File: src/rtl/core/bal_pkg.sv
// ----------------------------------------------------------------------------
// bal_pkg: shared types and constants of the bounded array list
// Request and status codes, store sizes, and the command and status bundles
// that pass between the controller and the datapath.
// ----------------------------------------------------------------------------
`default_nettype none

package bal_pkg;

    localparam int ADDR_W = 6;   // address bits of the entry store
    localparam int CNT_W  = 7;   // count and position width
    localparam int WORD_W = 32;
    localparam int MODE_W = 3;
    localparam int STAT_W = 2;

    localparam logic [CNT_W-1:0] CAPACITY = CNT_W'(64);

    typedef enum logic [MODE_W-1:0] {
        MODE_APPEND = 3'd0,
        MODE_INSERT = 3'd1,
        MODE_REMOVE = 3'd2,
        MODE_READ   = 3'd3,
        MODE_WRITE  = 3'd4,
        MODE_SEARCH = 3'd5,
        MODE_CLEAR  = 3'd6
    } t_mode;

    typedef enum logic [STAT_W-1:0] {
        ST_OK    = 2'd0,
        ST_FULL  = 2'd1,
        ST_RANGE = 2'd2
    } t_status;

    // Where a word write from the request lands.
    typedef enum logic {
        WA_COUNT = 1'b0,
        WA_POS   = 1'b1
    } t_waddr;

    typedef struct packed {
        logic    load;       // capture the request
        logic    st_wr;      // latch the status code below
        t_status st;
        logic    ptr_cnt;    // pointer <= count
        logic    ptr_pos;    // pointer <= position
        logic    ptr_zero;   // pointer <= 0
        logic    step_up;    // one move of the insert shift
        logic    step_dn;    // one move of the remove shift
        logic    step_scan;  // one compare of the search
        logic    cap_rd;     // take the read data as the result word
        logic    wr_word;    // write the request word
        t_waddr  wa_sel;
        logic    cnt_inc;
        logic    cnt_dec;
        logic    cnt_clr;
        logic    publish;    // move the result into the output register
    } t_cmd;

    typedef struct packed {
        logic [MODE_W-1:0] mode;
        logic              full;
        logic              pos_gt_cnt;
        logic              pos_ge_cnt;
        logic              up_more;
        logic              dn_more;
        logic              scan_more;
        logic              pend;      // shifted word still to be written
        logic              cmp_pend;  // read data still to be compared
        logic              out_free;
    } t_sts;

endpackage

`default_nettype wire

File: src/rtl/core/bal_ctrl.sv
// ----------------------------------------------------------------------------
// bal_ctrl: request sequencer of the bounded array list
// Decodes each request, runs the shift and search walks over the store and
// hands the result to the output register.
// ----------------------------------------------------------------------------
`default_nettype none

module bal_ctrl (
    input  wire logic          i_clk,
    input  wire logic          i_rst_n,
    input  wire logic          i_in_valid,
    output logic               o_in_ready,
    input  wire bal_pkg::t_sts i_sts,
    output bal_pkg::t_cmd      o_cmd
);

    typedef enum logic [6:0] {
        S_IDLE     = 7'b0000001,
        S_DECODE   = 7'b0000010,
        S_SHIFT_UP = 7'b0000100,
        S_SHIFT_DN = 7'b0001000,
        S_SCAN     = 7'b0010000,
        S_RD_WAIT  = 7'b0100000,
        S_DONE     = 7'b1000000
    } t_state;

    t_state r_state, n_state;

    always_ff @(posedge i_clk) begin
        if (!i_rst_n) begin
            r_state <= S_IDLE;
        end else begin
            r_state <= n_state;
        end
    end

    always_comb begin
        n_state    = r_state;
        o_cmd      = '0;
        o_cmd.st   = bal_pkg::ST_OK;
        o_cmd.wa_sel = bal_pkg::WA_COUNT;
        o_in_ready = 1'b0;
        unique case (r_state)
            S_IDLE: begin
                o_in_ready = 1'b1;
                if (i_in_valid) begin
                    o_cmd.load = 1'b1;
                    n_state    = S_DECODE;
                end
            end
            S_DECODE: begin
                o_cmd.st_wr = 1'b1;
                n_state     = S_DONE;
                unique case (bal_pkg::t_mode'(i_sts.mode))
                    bal_pkg::MODE_APPEND: begin
                        if (i_sts.full) begin
                            o_cmd.st = bal_pkg::ST_FULL;
                        end else begin
                            o_cmd.wr_word = 1'b1;
                            o_cmd.wa_sel  = bal_pkg::WA_COUNT;
                            o_cmd.cnt_inc = 1'b1;
                        end
                    end
                    bal_pkg::MODE_INSERT: begin
                        // The index check comes before the full check.
                        if (i_sts.pos_gt_cnt) begin
                            o_cmd.st = bal_pkg::ST_RANGE;
                        end else if (i_sts.full) begin
                            o_cmd.st = bal_pkg::ST_FULL;
                        end else begin
                            o_cmd.ptr_cnt = 1'b1;
                            n_state       = S_SHIFT_UP;
                        end
                    end
                    bal_pkg::MODE_REMOVE: begin
                        if (i_sts.pos_ge_cnt) begin
                            o_cmd.st = bal_pkg::ST_RANGE;
                        end else begin
                            o_cmd.ptr_pos = 1'b1;
                            n_state       = S_SHIFT_DN;
                        end
                    end
                    bal_pkg::MODE_READ: begin
                        if (i_sts.pos_ge_cnt) begin
                            o_cmd.st = bal_pkg::ST_RANGE;
                        end else begin
                            // The store is already being read at the position.
                            n_state = S_RD_WAIT;
                        end
                    end
                    bal_pkg::MODE_WRITE: begin
                        if (i_sts.pos_ge_cnt) begin
                            o_cmd.st = bal_pkg::ST_RANGE;
                        end else begin
                            o_cmd.wr_word = 1'b1;
                            o_cmd.wa_sel  = bal_pkg::WA_POS;
                        end
                    end
                    bal_pkg::MODE_SEARCH: begin
                        o_cmd.ptr_zero = 1'b1;
                        n_state        = S_SCAN;
                    end
                    bal_pkg::MODE_CLEAR: begin
                        o_cmd.cnt_clr = 1'b1;
                    end
                    default: begin
                    end
                endcase
            end
            S_SHIFT_UP: begin
                // The last shifted word drains before the new word goes in.
                if (i_sts.up_more) begin
                    o_cmd.step_up = 1'b1;
                end else if (!i_sts.pend) begin
                    o_cmd.wr_word = 1'b1;
                    o_cmd.wa_sel  = bal_pkg::WA_POS;
                    o_cmd.cnt_inc = 1'b1;
                    n_state       = S_DONE;
                end
            end
            S_SHIFT_DN: begin
                if (i_sts.dn_more) begin
                    o_cmd.step_dn = 1'b1;
                end else if (!i_sts.pend) begin
                    o_cmd.cnt_dec = 1'b1;
                    n_state       = S_DONE;
                end
            end
            S_SCAN: begin
                if (i_sts.scan_more) begin
                    o_cmd.step_scan = 1'b1;
                end else if (!i_sts.cmp_pend) begin
                    n_state = S_DONE;
                end
            end
            S_RD_WAIT: begin
                o_cmd.cap_rd = 1'b1;
                n_state      = S_DONE;
            end
            S_DONE: begin
                if (i_sts.out_free) begin
                    o_cmd.publish = 1'b1;
                    n_state       = S_IDLE;
                end
            end
            default: begin
                n_state = S_IDLE;
            end
        endcase
    end

endmodule

`default_nettype wire

File: src/rtl/core/bal_dpath.sv
// ----------------------------------------------------------------------------
// bal_dpath: storage and datapath of the bounded array list
// Entry store with one write and one registered read port, the count, the
// walk pointer, the request and result registers and the output register.
// ----------------------------------------------------------------------------
`default_nettype none

module bal_dpath (
    input  wire logic                          i_clk,
    input  wire logic                          i_rst_n,
    input  wire bal_pkg::t_cmd                 i_cmd,
    output bal_pkg::t_sts                      o_sts,
    input  wire logic [bal_pkg::MODE_W-1:0]    i_mode,
    input  wire logic [bal_pkg::CNT_W-1:0]     i_position,
    input  wire logic signed [bal_pkg::WORD_W-1:0] i_word,
    output logic                               o_out_valid,
    input  wire logic                          i_out_ready,
    output logic signed [bal_pkg::WORD_W-1:0]  o_read_word,
    output logic                               o_found,
    output logic [bal_pkg::CNT_W-1:0]          o_count,
    output logic [bal_pkg::STAT_W-1:0]         o_status
);

    logic [bal_pkg::WORD_W-1:0] r_mem [0:(1 << bal_pkg::ADDR_W)-1];

    logic [bal_pkg::MODE_W-1:0] r_mode;
    logic [bal_pkg::CNT_W-1:0]  r_pos;
    logic [bal_pkg::WORD_W-1:0] r_word;
    logic [bal_pkg::CNT_W-1:0]  r_count, n_count;
    logic [bal_pkg::CNT_W-1:0]  r_ptr, n_ptr;
    logic [bal_pkg::ADDR_W-1:0] r_wa;
    logic                       r_pend;
    logic                       r_cmp_pend;
    logic [bal_pkg::WORD_W-1:0] r_rdata;
    logic                       r_found;
    logic [bal_pkg::WORD_W-1:0] r_rword;
    bal_pkg::t_status           r_st;

    logic                       r_out_valid;
    logic [bal_pkg::WORD_W-1:0] r_out_rword;
    logic                       r_out_found;
    logic [bal_pkg::CNT_W-1:0]  r_out_count;
    logic [bal_pkg::STAT_W-1:0] r_out_status;

    logic [bal_pkg::CNT_W-1:0]  ptr_m1, ptr_p1;
    logic [bal_pkg::ADDR_W-1:0] rd_addr;
    logic                       wr_en;
    logic [bal_pkg::ADDR_W-1:0] wr_addr;
    logic [bal_pkg::WORD_W-1:0] wr_data;

    assign ptr_m1 = r_ptr - bal_pkg::CNT_W'(1);
    assign ptr_p1 = r_ptr + bal_pkg::CNT_W'(1);

    always_comb begin
        priority if (i_cmd.step_up) begin
            rd_addr = ptr_m1[bal_pkg::ADDR_W-1:0];
        end else if (i_cmd.step_dn) begin
            rd_addr = ptr_p1[bal_pkg::ADDR_W-1:0];
        end else if (i_cmd.step_scan) begin
            rd_addr = r_ptr[bal_pkg::ADDR_W-1:0];
        end else begin
            rd_addr = r_pos[bal_pkg::ADDR_W-1:0];
        end
    end

    // A word read in a shift step is written in the next cycle, one place over.
    always_comb begin
        wr_en   = r_pend | i_cmd.wr_word;
        wr_addr = r_wa;
        wr_data = r_rdata;
        if (!r_pend) begin
            wr_data = r_word;
            wr_addr = (i_cmd.wa_sel == bal_pkg::WA_POS) ? r_pos[bal_pkg::ADDR_W-1:0]
                                                        : r_count[bal_pkg::ADDR_W-1:0];
        end
    end

    always_ff @(posedge i_clk) begin
        if (wr_en) begin
            r_mem[wr_addr] <= wr_data;
        end
        r_rdata <= r_mem[rd_addr];
    end

    always_comb begin
        n_count = r_count;
        priority if (i_cmd.cnt_clr) begin
            n_count = '0;
        end else if (i_cmd.cnt_inc) begin
            n_count = r_count + bal_pkg::CNT_W'(1);
        end else if (i_cmd.cnt_dec) begin
            n_count = r_count - bal_pkg::CNT_W'(1);
        end
    end

    always_comb begin
        n_ptr = r_ptr;
        priority if (i_cmd.ptr_cnt) begin
            n_ptr = r_count;
        end else if (i_cmd.ptr_pos) begin
            n_ptr = r_pos;
        end else if (i_cmd.ptr_zero) begin
            n_ptr = '0;
        end else if (i_cmd.step_up) begin
            n_ptr = ptr_m1;
        end else if (i_cmd.step_dn || i_cmd.step_scan) begin
            n_ptr = ptr_p1;
        end
    end

    always_ff @(posedge i_clk) begin
        if (!i_rst_n) begin
            r_count     <= '0;
            r_pend      <= 1'b0;
            r_cmp_pend  <= 1'b0;
            r_out_valid <= 1'b0;
        end else begin
            r_count    <= n_count;
            r_pend     <= i_cmd.step_up | i_cmd.step_dn;
            r_cmp_pend <= i_cmd.step_scan;
            if (i_cmd.publish) begin
                r_out_valid <= 1'b1;
            end else if (i_out_ready) begin
                r_out_valid <= 1'b0;
            end
        end
    end

    always_ff @(posedge i_clk) begin
        r_ptr <= n_ptr;
        if (i_cmd.step_up || i_cmd.step_dn) begin
            r_wa <= r_ptr[bal_pkg::ADDR_W-1:0];
        end
        if (i_cmd.load) begin
            r_mode  <= i_mode;
            r_pos   <= i_position;
            r_word  <= i_word;
            r_found <= 1'b0;
            r_rword <= '0;
        end else begin
            if (r_cmp_pend && (r_rdata == r_word)) begin
                r_found <= 1'b1;
            end
            if (i_cmd.cap_rd) begin
                r_rword <= r_rdata;
            end
        end
        if (i_cmd.st_wr) begin
            r_st <= i_cmd.st;
        end
        if (i_cmd.publish) begin
            r_out_rword  <= r_rword;
            r_out_found  <= r_found;
            r_out_count  <= r_count;
            r_out_status <= r_st;
        end
    end

    always_comb begin
        o_sts.mode       = r_mode;
        o_sts.full       = (r_count == bal_pkg::CAPACITY);
        o_sts.pos_gt_cnt = (r_pos > r_count);
        o_sts.pos_ge_cnt = (r_pos >= r_count);
        o_sts.up_more    = (r_ptr != r_pos);
        o_sts.dn_more    = (ptr_p1 < r_count);
        o_sts.scan_more  = (r_ptr < r_count);
        o_sts.pend       = r_pend;
        o_sts.cmp_pend   = r_cmp_pend;
        o_sts.out_free   = !r_out_valid || i_out_ready;
    end

    assign o_out_valid = r_out_valid;
    assign o_read_word = r_out_rword;
    assign o_found     = r_out_found;
    assign o_count     = r_out_count;
    assign o_status    = r_out_status;

`ifndef NO_ASSERTIONS
    a_count_bound: assert property (@(posedge i_clk) disable iff (!i_rst_n)
        r_count <= bal_pkg::CAPACITY)
        else $error("entry count beyond capacity");

    a_wr_conflict: assert property (@(posedge i_clk) disable iff (!i_rst_n)
        !(r_pend && i_cmd.wr_word))
        else $error("word write collides with a pending shift write");

    a_count_inc: assert property (@(posedge i_clk) disable iff (!i_rst_n)
        (i_cmd.cnt_inc && !i_cmd.cnt_clr) |=>
            (r_count == $past(r_count) + bal_pkg::CNT_W'(1)))
        else $error("count did not step up");

    a_publish_free: assert property (@(posedge i_clk) disable iff (!i_rst_n)
        i_cmd.publish |-> (!r_out_valid || i_out_ready))
        else $error("result overwrote an untaken word");
`endif

endmodule

`default_nettype wire

File: src/rtl/core/bounded_array_list.sv
// ----------------------------------------------------------------------------
// bounded_array_list: fixed-capacity ordered list of signed 32-bit words
// Top level: request sequencer plus store datapath.
// ----------------------------------------------------------------------------
// One request is taken at a time and gives one result word carrying the
// count after the request and a status. Append, write, clear and refused
// requests are settled in the decode state, and a read first captures the
// data read from the store. Insert, remove and search walk the store,
// which moves or compares one entry per cycle. The next request is
// taken once the current result is in the output register, even if that
// word is still untaken.
`default_nettype none

module bounded_array_list (
    input  wire logic                              i_clk,
    input  wire logic                              i_rst_n,
    input  wire logic                              i_in_valid,
    output logic                                   o_in_ready,
    input  wire logic [bal_pkg::MODE_W-1:0]        i_mode,
    input  wire logic [bal_pkg::CNT_W-1:0]         i_position,
    input  wire logic signed [bal_pkg::WORD_W-1:0] i_word,
    output logic                                   o_out_valid,
    input  wire logic                              i_out_ready,
    output logic signed [bal_pkg::WORD_W-1:0]      o_read_word,
    output logic                                   o_found,
    output logic [bal_pkg::CNT_W-1:0]              o_count,
    output logic [bal_pkg::STAT_W-1:0]             o_status
);

    bal_pkg::t_cmd cmd;
    bal_pkg::t_sts sts;

    bal_ctrl u_ctrl (
        .i_clk      (i_clk),
        .i_rst_n    (i_rst_n),
        .i_in_valid (i_in_valid),
        .o_in_ready (o_in_ready),
        .i_sts      (sts),
        .o_cmd      (cmd)
    );

    bal_dpath u_dpath (
        .i_clk       (i_clk),
        .i_rst_n     (i_rst_n),
        .i_cmd       (cmd),
        .o_sts       (sts),
        .i_mode      (i_mode),
        .i_position  (i_position),
        .i_word      (i_word),
        .o_out_valid (o_out_valid),
        .i_out_ready (i_out_ready),
        .o_read_word (o_read_word),
        .o_found     (o_found),
        .o_count     (o_count),
        .o_status    (o_status)
    );

endmodule

`default_nettype wire
File: config.mk
export PLATFORM = sky130hd
export DESIGN_NAME = bounded_array_list
export DESIGN_NICKNAME = d
export VERILOG_FILES = /design/src/rtl/core/bal_pkg.sv /design/src/rtl/core/bal_ctrl.sv /design/src/rtl/core/bal_dpath.sv /design/src/rtl/core/bounded_array_list.sv
export SDC_FILE = /design/constraint.sdc
export NUM_CORES = 2
export LEC_CHECK = 0
export ABC_CLOCK_PERIOD_IN_PS = 7920
export BUFFER_PORTS_ARGS = -buffer_cell sky130_fd_sc_hd__buf_2
export CORE_MARGIN = 2
export CORE_UTILIZATION = 57
export DETAILED_ROUTE_END_ITERATION = 10
export GPL_ROUTABILITY_DRIVEN = 0
export HOLD_SLACK_MARGIN = 0.1
export PLACE_DENSITY = 0.73
export SLEW_MARGIN = 40
export SYNTH_ARGS = -nofsm -noshare
export SYNTH_HDL_FRONTEND = slang
export SYNTH_SLANG_ARGS = --single-unit
File: constraint.sdc
create_clock -name i_clk -period 7.92 [get_ports i_clk]
set_input_delay 0.792 -clock i_clk [delete_from_list [all_inputs] [get_ports i_clk]]
set_output_delay 0.792 -clock i_clk [all_outputs]
set_load 0.01 [all_outputs]
==> flow_summary_export.csv <==
group,metric,value,unit
run_status,status,"complete, no violations",
critical_path,path_buf_inv,2,
critical_path,crit_path_max_incr_delay,0.78,ns
timing,finalSetupViolCount,0,
critical_path,path_class,"reg2reg",
clock_tree,cts_max_level,4,
routing,dr.pass1.iters,10,
clock_tree,clk_latency,0.87,ns
cells_and_area,final_cells,8748,
synthesis,synth_cell_types,84,
clock_tree,clockBufferDepth,3,
global_routing,track_usage,33.6,%
placed_design,dp.cells,8302,
critical_path,cp.arrival,7.57,ns
clock_tree,clk_pin_slew,0.06,ns
critical_path,critical_path.startpoint_type,"register",
die,chipHeight,398,um
synthesis,syn_inst,6311,
cells_and_area,final_cell_mix,"edfxtp_1, nand2_1, nand3_1, clkbuf_16, mux2i_1",
timing,slew_headroom,32.3,%
clock_tree,cts_buffers,215,
critical_path,r2r_setup_slack,1.02,ns
routing,vias,58400,
cells_and_area,fillers,10500,
timing,final_hold_viol_count,0,
timing,finClkSkew,0.0351,ns
synthesis,synthArstFlopShare,0,%
power,ir_worst_vdd,0.248,mV
synthesis,synth_edf_count,2147,
timing,worst_pin_slew,1.01,ns
synthesis,syn-num-nets,6384,
hold_path,min_path_type,"in2reg",
power,p_per_area,256,nW/um^2
synthesis,ys_warn_count,0,
die,die_x,398,um
routing,drcViolationCount,0,
global_routing,grt_pass1_vias,55000,
clock_tree,cts_tree,"built",
die,die_area,158000,um^2
synthesis,synth-seq-cells,2229,
synthesis,yosysSeqAreaShare,74.9,%
die,fp-row-count,144,
critical_path,crit_chain,"ha_1 > nand3_1 > nor2_1 > xor2_1 > ha_1 > a21oi_1 > o21ai_0 > a211oi_4 > o31ai_2 > a221o_4 > buf_4 > nor2_8 > buf_4 > a32oi_1 > a31oi_1 > o21ai_0 > a21oi_1 > a31oi_1",
synthesis,netlist.area_leader.share,73.0,%
global_routing,globalRoute.totalOverflow,0,
synthesis,avgSynthCellArea,14.0,um^2
timing,min_period_over_period,87.1,%
routing,dr.first_iter.drc_count,10800,
placed_design,postPlaceCellArea,92700,um^2
critical_path,critPathCaptureType,"register",
timing,rsz0062_at_grt,"no",
cells_and_area,final_common_cell,"edfxtp_1",
cells_and_area,design_area,99900,um^2
synthesis,ys.flop_type,"edfxtp_1",
routing,wirelength,269000,um
routing,viasPerCell,6.67,
job,maxCapViolCount,0,
global_routing,grt_max_degree,109,
cells_and_area,fin_util,64.9,%
placed_design,io_buffers,89,
global_routing,antenna_found_initial,16,
die,initial_core_util,57.4,%
critical_path,cp_max_fo,34,
synthesis,synth.cell_area,88300,um^2
routing,antenna_left,0,
critical_path,crit_required,8.59,ns
synthesis,yosysTopAreaCell,"edfxtp_1",
power,leakagePower,33.4,nW
placed_design,dpl.hpwl,161000,um
critical_path,cp_top_family,"compound AO/OA/AOI/OAI gates",
cells_and_area,area_growth,13.2,%
global_routing,grt_first_pass_wirelength,383000,um
critical_path,crit_slowest_cell,"a21oi_1",
timing,max_freq,145,MHz
synthesis,ys_top_cells_by_area,"edfxtp_1, nand2_1, nand3_1, mux2i_1, a32oi_1",
timing,tns,0,ns
die,io_pins,90,
die,core,154000,um^2
timing,drv_slew,0,
clock_tree,root_buffer,"clkbuf_16",
cells_and_area,drive_above_1_share,12.3,%
cells_and_area,final_nets,6593,
routing,wire_per_inst,30.7,um
clock_tree,numClockSinks,2229,
clock_tree,cts_setup_buffers,0,
timing,finalCriticalPeriod,6.90,ns
-- metal layers --
layer  track usage, %  vias to the layer above  wire, um  part of all wire, %
met5                0                        -        70                0.026
met4             15.1                       10     13500                  5.0
met3             10.6                      784     41400                   15
met1             45.5                    28600     94000                   35
met2             50.3                     4798    120000                   45
li1                 -                    24200         -                    -
-- synthesized netlist by cell type, types with 11 or more instances --
| library cell | n |
|---|---|
| mux2_2 | 42 |
| o21ai_0 | 63 |
| clkbuf_1 | 108 |
| o2111ai_1 | 14 |
| mux4_2 | 12 |
| nand2_1 | 1638 |
| a32o_1 | 16 |
| a311oi_1 | 25 |
| o22ai_1 | 21 |
| nor2_1 | 159 |
| a211oi_1 | 15 |
| o211ai_1 | 11 |
| nor3_1 | 24 |
| nand4_1 | 61 |
| ha_1 | 26 |
| a32oi_1 | 193 |
| a221oi_1 | 16 |
| a31oi_1 | 171 |
| a21oi_1 | 113 |
| buf_6 | 11 |
| mux2i_1 | 216 |
| edfxtp_1 | 2147 |
| xor2_1 | 18 |
| nand3_1 | 560 |
| buf_1 | 21 |
| inv_1 | 19 |
| dfxtp_1 | 82 |
| buf_4 | 49 |
| and3_1 | 46 |
| nor4_1 | 11 |
| buf_2 | 200 |
| xnor2_1 | 37 |
-- flip-flops by register name (all words and copies together), names as in the netlist --
register,cells
u_dpath.o_out_valid,1
u_dpath.r_wa,6
u_dpath.o_found,1
u_dpath.r_rword,32
u_ctrl.r_state,7
u_dpath.r_pend,1
u_dpath.o_count,7
u_dpath.r_cmp_pend,1
u_dpath.r_word,32
u_dpath.r_ptr,7
u_dpath.o_status,2
u_dpath.r_found,1
u_dpath.r_mem,2048
u_dpath.r_count,7
u_dpath.r_st,2
u_dpath.o_read_word,32
u_dpath.r_mode,3
u_dpath.r_pos,7
u_dpath.r_rdata,32
-- cell type report --
class / count / area (um^2) / share of cell area [%]
clock inverter: 99 / 744 / 0.745
sequential: 2229 / 66100 / 66.2
multi-input combinational: 3672 / 20900 / 20.9
clock buffer: 297 / 5880 / 5.89
timing repair buffer: 381 / 3660 / 3.67
antenna: 5 / 12.5 / 0.0125
inverter: 21 / 78.8 / 0.0789
tap: 2044 / 2560 / 2.56
-- worst reg2reg max path: stages (launching register included) --
cell and delay [ns]:
edfxtp_1 0.71, ha_1 0.39, nand3_1 0.16, nor2_1 0.19, xor2_1 0.21, ha_1 0.28
a21oi_1 0.15, o21ai_0 0.30, a211oi_4 0.50, o31ai_2 0.18, a221o_4 0.66, buf_4 0.38
nor2_8 0.64, buf_4 0.43, a32oi_1 0.14, a31oi_1 0.23, o21ai_0 0.23, a21oi_1 0.78
a31oi_1 0.17
-- where the power goes --
group | total, mW | internal [mW] | switching, mW
Clock | 9.76 | 5.38 | 4.38
Sequential | 13.3 | 13.2 | 0.183
Combinational | 2.50 | 0.638 | 1.86
-- kinds of logic after synthesis --
| group | count (synthesis) | share of synthesized area [%] |
|---|---|---|
| buffers and inverters | 410 | 2.33 |
| DFF | 2229 | 74.9 |
| adders and majority gates | 27 | 0.391 |
| and+or+nand+nor | 2559 | 12.3 |
| muxes | 270 | 3.29 |
| AOI/OAI and AO/OA | 761 | 6.23 |
| xor gates and xnor gates | 55 | 0.546 |
-- timing repair --
item	CTS	global route
gates resized for setup	0	0
hold buffers	37	0
endpoints found under the hold margin	37	0
-- through the flow --
step | power, mW | setup WS [ns] | hold slack, ns
2_1_floorplan | 14.8 | 2.73 | 0.400
3_3_place_gp | 15.9 | 1.36 | 0.412
3_5_place_dp | 15.9 | 1.32 | 0.415
4_1_cts | 25.5 | 1.29 | 0.103
5_1_grt | 26.1 | 0.932 | 0.125
6_report | 25.6 | 1.02 | 0.147
-- path summary, 6_finish.rpt --
path	startpoint	end	depth (start not counted)
max reg2reg	u_dpath.r_ptr[0]	u_dpath.r_rdata[15]	18
max	u_dpath.r_ptr[0]	u_dpath.r_rdata[15]	18
min reg2reg	u_dpath.r_rword[31]	u_dpath.o_read_word[31]	0
min	i_word[11]	u_dpath.r_word[11]	1
No activity file was read; power rests on OpenSTA's default activity.
